$ cat src/sv/cvk_pkg.sv
// ============================================================================
// cvk_pkg - shared types and constants of the 3x3 convolution block
// Register indexes, reset values, field widths and the per-stage control
// word that travels with every pixel through the pipeline.
// ============================================================================
`default_nettype none

package cvk_pkg;

   // Default geometry and coefficient format
   localparam int MAX_LINE_DEF  = 1024;
   localparam int COEF_BITS_DEF = 8;

   // Field widths fixed by the stream format
   localparam int PIX_W     = 8;
   localparam int LINE_W    = 16;
   localparam int CSR_W     = 24;
   localparam int CSR_IDX_W = 3;

   // Low quotient bits kept by the divider (one output byte)
   localparam int QUOT_W = 8;

   // Smallest line length and line count of an image
   localparam int MIN_DIM = 3;

   // Register reset values
   localparam logic [CSR_W-1:0]  COEF_TOP_RST = 24'hFF00FF;
   localparam logic [CSR_W-1:0]  COEF_MID_RST = 24'hFF01FF;
   localparam logic [CSR_W-1:0]  COEF_BOT_RST = 24'hFF00FF;
   localparam int                LEN_RST      = 512;
   localparam logic [LINE_W-1:0] CNT_RST      = 16'd512;

   // Configuration register indexes
   typedef enum logic [CSR_IDX_W-1:0] {
      CSR_COEF_TOP = 3'd0,
      CSR_COEF_MID = 3'd1,
      CSR_COEF_BOT = 3'd2,
      CSR_LINE_LEN = 3'd3,
      CSR_LINE_CNT = 3'd4
   } cvk_csr_type;

   // Control word carried beside each pixel transaction
   typedef struct packed {
      logic valid;   // stage holds a live transaction
      logic neg;     // quotient must be negated
      logic last;    // last interior pixel of the image
   } cvk_ctl_type;

endpackage

`default_nettype wire

$ cat src/sv/cvk_div_cell.sv
// ============================================================================
// cvk_div_cell - one restoring-division cell of the divider chain
// Resolves one quotient bit per transaction and hands the partial remainder,
// the remaining dividend bits and the tags to the next cell.
// ============================================================================
`default_nettype none

module cvk_div_cell
   import cvk_pkg::*;
#(
   parameter int KM_W  = 11,
   parameter int QW    = 20,
   parameter int TAG_W = 26
) (
   input  wire logic              clock,
   input  wire logic              reset,
   // upstream side
   output logic                   ready,
   input  wire cvk_ctl_type       ctl_i,
   input  wire logic [KM_W-1:0]   rem_i,
   input  wire logic [QW-1:0]     dvd_i,
   input  wire logic [KM_W-1:0]   dvs_i,
   input  wire logic [QUOT_W-1:0] quot_i,
   input  wire logic [TAG_W-1:0]  tag_i,
   // downstream side
   input  wire logic              next_ready,
   output cvk_ctl_type            ctl_o,
   output logic      [KM_W-1:0]   rem_o,
   output logic      [QW-1:0]     dvd_o,
   output logic      [KM_W-1:0]   dvs_o,
   output logic      [QUOT_W-1:0] quot_o,
   output logic      [TAG_W-1:0]  tag_o
);

   cvk_ctl_type       ctl_ff;
   logic [KM_W-1:0]   rem_ff, rem_in;
   logic [QW-1:0]     dvd_ff, dvd_in;
   logic [KM_W-1:0]   dvs_ff;
   logic [QUOT_W-1:0] quot_ff, quot_in;
   logic [TAG_W-1:0]  tag_ff;

   logic [KM_W:0]     rem_sh;
   logic [KM_W:0]     diff;
   logic              fits;

   // Load when empty or when the next cell takes the current transaction
   assign ready = !ctl_ff.valid || next_ready;

   // Shift in the next dividend bit, trial-subtract the divisor
   always_comb begin
      rem_sh  = {rem_i, dvd_i[QW-1]};
      diff    = rem_sh - {1'b0, dvs_i};
      fits    = rem_sh >= {1'b0, dvs_i};
      rem_in  = fits ? diff[KM_W-1:0] : rem_sh[KM_W-1:0];
      dvd_in  = {dvd_i[QW-2:0], 1'b0};
      quot_in = {quot_i[QUOT_W-2:0], fits};
   end

   always_ff @(posedge clock) begin
      if (reset) begin
         ctl_ff <= '0;
      end else if (ready) begin
         ctl_ff <= ctl_i;
      end
   end

   always_ff @(posedge clock) begin
      if (ready) begin
         rem_ff  <= rem_in;
         dvd_ff  <= dvd_in;
         dvs_ff  <= dvs_i;
         quot_ff <= quot_in;
         tag_ff  <= tag_i;
      end
   end

   assign ctl_o  = ctl_ff;
   assign rem_o  = rem_ff;
   assign dvd_o  = dvd_ff;
   assign dvs_o  = dvs_ff;
   assign quot_o = quot_ff;
   assign tag_o  = tag_ff;

endmodule

`default_nettype wire

$ cat config.mk
export PLATFORM = sky130hd
export DESIGN_NAME = cvk_div_cell
export DESIGN_NICKNAME = d
export VERILOG_FILES = /design/src/sv/cvk_pkg.sv /design/src/sv/cvk_div_cell.sv
export SDC_FILE = /design/constraint.sdc
export NUM_CORES = 1
export LEC_CHECK = 0
export BUFFER_PORTS_ARGS = -buffer_cell sky130_fd_sc_hd__buf_2
export CORE_ASPECT_RATIO = 0.5
export CORE_MARGIN = 2
export CORE_UTILIZATION = 45
export CTS_CLUSTER_DIAMETER = 150
export CTS_CLUSTER_SIZE = 28
export DETAILED_ROUTE_END_ITERATION = 12
export PLACE_DENSITY = 0.84
export SKIP_LAST_GASP = 1
export SLEW_MARGIN = 20
export SYNTH_ARGS = -nofsm -noshare
export SYNTH_HDL_FRONTEND = slang
export SYNTH_SLANG_ARGS = --single-unit
$ cat constraint.sdc
create_clock -name clock -period 3.6 [get_ports clock]
set_clock_uncertainty 0.05 [all_clocks]
set_input_delay 0.54 -clock clock [delete_from_list [all_inputs] [get_ports clock]]
set_output_delay 0.54 -clock clock [all_outputs]
set_load 0.02 [all_outputs]
==> impl_metrics.env <==
export IMPL_crit_type="in -> reg"
export IMPL_crit_required_ns=3.59
export IMPL_place_congestion=0.768
export IMPL_io_buffers=159
export IMPL_r2r_cells=2
export IMPL_final_antenna_net_count=0
export IMPL_ys_top_cells_by_count="edfxtp_1 (75), nand2_1 (19), inv_1 (17)"
export IMPL_drive_above_1_share_pct=50.8
export IMPL_netlist_top_cells_area="edfxtp_1 (72%), ha_1 (4.4%), nand2_1 (2.3%), o21ai_2 (2.2%), inv_1 (2.0%)"
export IMPL_postCtsSetupBuffers=0
export IMPL_p_leak_uw=0.00200
export IMPL_syn_area_sq_um=3120
export IMPL_slowest_delay_ns=0.40
export IMPL_grt_pass1_wl_microns=10600
export IMPL_min_period_ns=2.63
export IMPL_multiInputGateArea_sq_um=722
export IMPL_fmax_ghz=0.381
export IMPL_power_density_nw_per_um2=563
export IMPL_grt_setup_unrepaired="no"
export IMPL_synthCells=197
export IMPL_seq_area_frac_synth_pct=74.1
export IMPL_p_clk_share_pct=38.4
export IMPL_critical_path_slowest_cell="fa_1"
export IMPL_cts_tree="built"
export IMPL_finalCritPeriodShare_pct=72.9
export IMPL_clk_pin_slew_ns=0.06
export IMPL_min_from="tag_i[12]"
export IMPL_synth_ff_type="edfxtp_1"
export IMPL_crit_family="compound AO/OA/AOI/OAI gates"
export IMPL_clock_sinks=78
export IMPL_wl_microns=6920
export IMPL_avgViaCountPerCell=4.82
export IMPL_path_common_cell="o21ai_2"
export IMPL_core_rowCount=21
export IMPL_num_vias=2229
export IMPL_regToRegSetupSlack_ns=1.89
export IMPL_setup_viol=0
export IMPL_h_tree_depth=3
export IMPL_slew_headroom_pct=33.8
export IMPL_holdPathEnd="tag_o[12]$_DFFE_PP_"
export IMPL_crit_buf_inv=2
export IMPL_p_comb_share_pct=16.2
export IMPL_drt_iter0_drc=127
export IMPL_clockBufferDepth=2
export IMPL_ys_ff_latch=78
export IMPL_grt_overflow_total=0
export IMPL_netlist_cell_type_count=39
export IMPL_worst_path_max_fanout=21
export IMPL_diodes=0
export IMPL_synth_area_per_cell_sq_um=15.8
export IMPL_min_path_type="in -> reg"
export IMPL_ys_warn_count=0
export IMPL_cts_buffers_inserted=9
export IMPL_p_int_uw=1840
export IMPL_die_area_sq_um=7660
export IMPL_dp_hpwl_microns=5250
export IMPL_core_sq_um=6700
export IMPL_area_delta_synth_final_pct=38.8
export IMPL_drc_errors=0
export IMPL_switching_share_pct=24.6
export IMPL_cap_violations=0
export IMPL_start_util_pct=46.6
export IMPL_first_pass_iters=4
export IMPL_yosys_area_top_type_share_pct=72.2
export IMPL_cts_hold_buf=0
export IMPL_yosysTopAreaCell="edfxtp_1"
export IMPL_die_x_microns=122
export IMPL_synth_edf_count=75
export IMPL_io_pins=162
export IMPL_yosysMostFrequentCell="edfxtp_1"
export IMPL_root_buffer="clkbuf_16"
export IMPL_antenna_found_initial=0
export IMPL_arrival_ns=2.61
export IMPL_grt_pass1_vias=2214
export IMPL_grt_total_usage_pct=18.5
export IMPL_seq_power_share_pct=45.5
export IMPL_grt_max_degree=45
export IMPL_place_inst=446
export IMPL_crit_path_start_kind="input pin"
export IMPL_cp_cell_sequence="buf_2 -> inv_1 -> ha_1 -> fa_1 -> and2b_1 -> o21ai_2 -> a311oi_2 -> o2bb2ai_2 -> nand2_1 -> o21ai_2"
export IMPL_holdWs_ns=0.338
export IMPL_synth_async_sr_flop_share_pct=0
export IMPL_outcome="finished, final reports clean"
export IMPL_syn_nets=291
export IMPL_r2r_start="ctl_o[2]$_SDFFE_PP0P_"
export IMPL_hold_viol=0
export IMPL_clk_latency_ns=0.32
export IMPL_fin_setup_tns_ns=0
export IMPL_slew_viol_final=0
export IMPL_hold_path_depth=1
export IMPL_irDropWorstVdd_uv=308
export IMPL_fill_cells=496
export IMPL_stdcell_count=462
export IMPL_routedWlPerCell_microns=15.0
export IMPL_p_sw_uw=601
export IMPL_worstReg2RegEnd="quot_o[4]$_DFFE_PP_"
export IMPL_tightest_slew_ns=0.988
export IMPL_nNetsFinal=459
export IMPL_cts_resized=0
export IMPL_worst_setup_path_end_kind="register"
export IMPL_regArea_sq_um=2310
export IMPL_die_h_microns=62.9
-- through the flow --
| step | total power, uW | util [%] | setup slack, ns | instance area, sq um |
|---|---|---|---|---|
| after CTS | 2460 | 64.6 | 0.987 | 4330 |
| after global placement | 1500 | 59.9 | 0.681 | 4020 |
| after global routing | 2530 | 64.6 | 0.806 | 4330 |
| after detailed placement | 1520 | 59.9 | 0.637 | 4020 |
| after floorplan | 1380 | - | 0.413 | 3120 |
| final | 2440 | 64.6 | 0.974 | 4330 |
-- cell usage in the layout (no fill, tap or decap), types with 4 or more instances in the layout --
cell       netlist  final
buf_2            0    159
edfxtp_1        75     75
nand2_1         19     19
inv_1           17     17
ha_1            11     11
clkbuf_16        0      9
o21ai_2          8      8
nor2_1           7      7
a21oi_1          7      7
xor2_1           4      4
-- power groups by stage --
| stage | registers (uW) | logic [uW] | clock network [uW] |
|---|---|---|---|
| after floorplan | 1240 | 141 | 0 |
| after global placement | 1120 | 381 | 0 |
| after detailed placement | 1130 | 393 | 0 |
| after CTS | 1110 | 396 | 952 |
| after global routing | 1120 | 425 | 989 |
| final | 1110 | 394 | 936 |
-- cells by family after synthesis --
logic type	synth area share (%)
multiplexers	0.642
other	0.120
buffers and inverters	3.01
XOR/XNOR	1.68
AO/OA/AOI/OAI	8.94
AND/OR/NAND/NOR	6.46
flip-flops	74.1
adder cells (fa/ha/maj)	5.05
-- layer usage --
metal  wire length, microns  global-route usage (%)
met5                      0                       0
met4                    146                    6.75
met3                    350                    7.21
met2                   3900                    34.7
met1                   2530                    18.5
-- sequential cells by signal, summed over array words and instances, names as in the netlist --
name / count
quot_o: 8
dvs_o: 11
rem_o: 11
ctl_o: 3
tag_o: 26
dvd_o: 19
-- cell type report --
| cell class | instances | area share, % |
|---|---|---|
| multi-input cells | 99 | 16.7 |
| flip-flops and latches | 78 | 53.4 |
| clock inverters | 6 | 1.99 |
| clock buffers | 10 | 5.29 |
| inverters | 17 | 1.47 |
| repair buffers | 160 | 18.5 |
| well taps | 92 | 2.66 |
-- worst max-delay path by stage --
stage          cells after the start  slack, ns                  to       start
3_5_place_dp                       9       0.64  rem_o[4]$_DFFE_PP_   dvd_i[19]
4_1_cts                            9       0.99  rem_o[4]$_DFFE_PP_   dvd_i[19]
3_3_place_gp                       9       0.68  rem_o[4]$_DFFE_PP_   dvd_i[19]
5_1_grt                            9       0.81  rem_o[4]$_DFFE_PP_   dvd_i[19]
6_report                          10       0.97  rem_o[5]$_DFFE_PP_   dvd_i[19]
2_1_floorplan                      1       0.41               ready  next_ready
(Power assumes the default switching activity.)
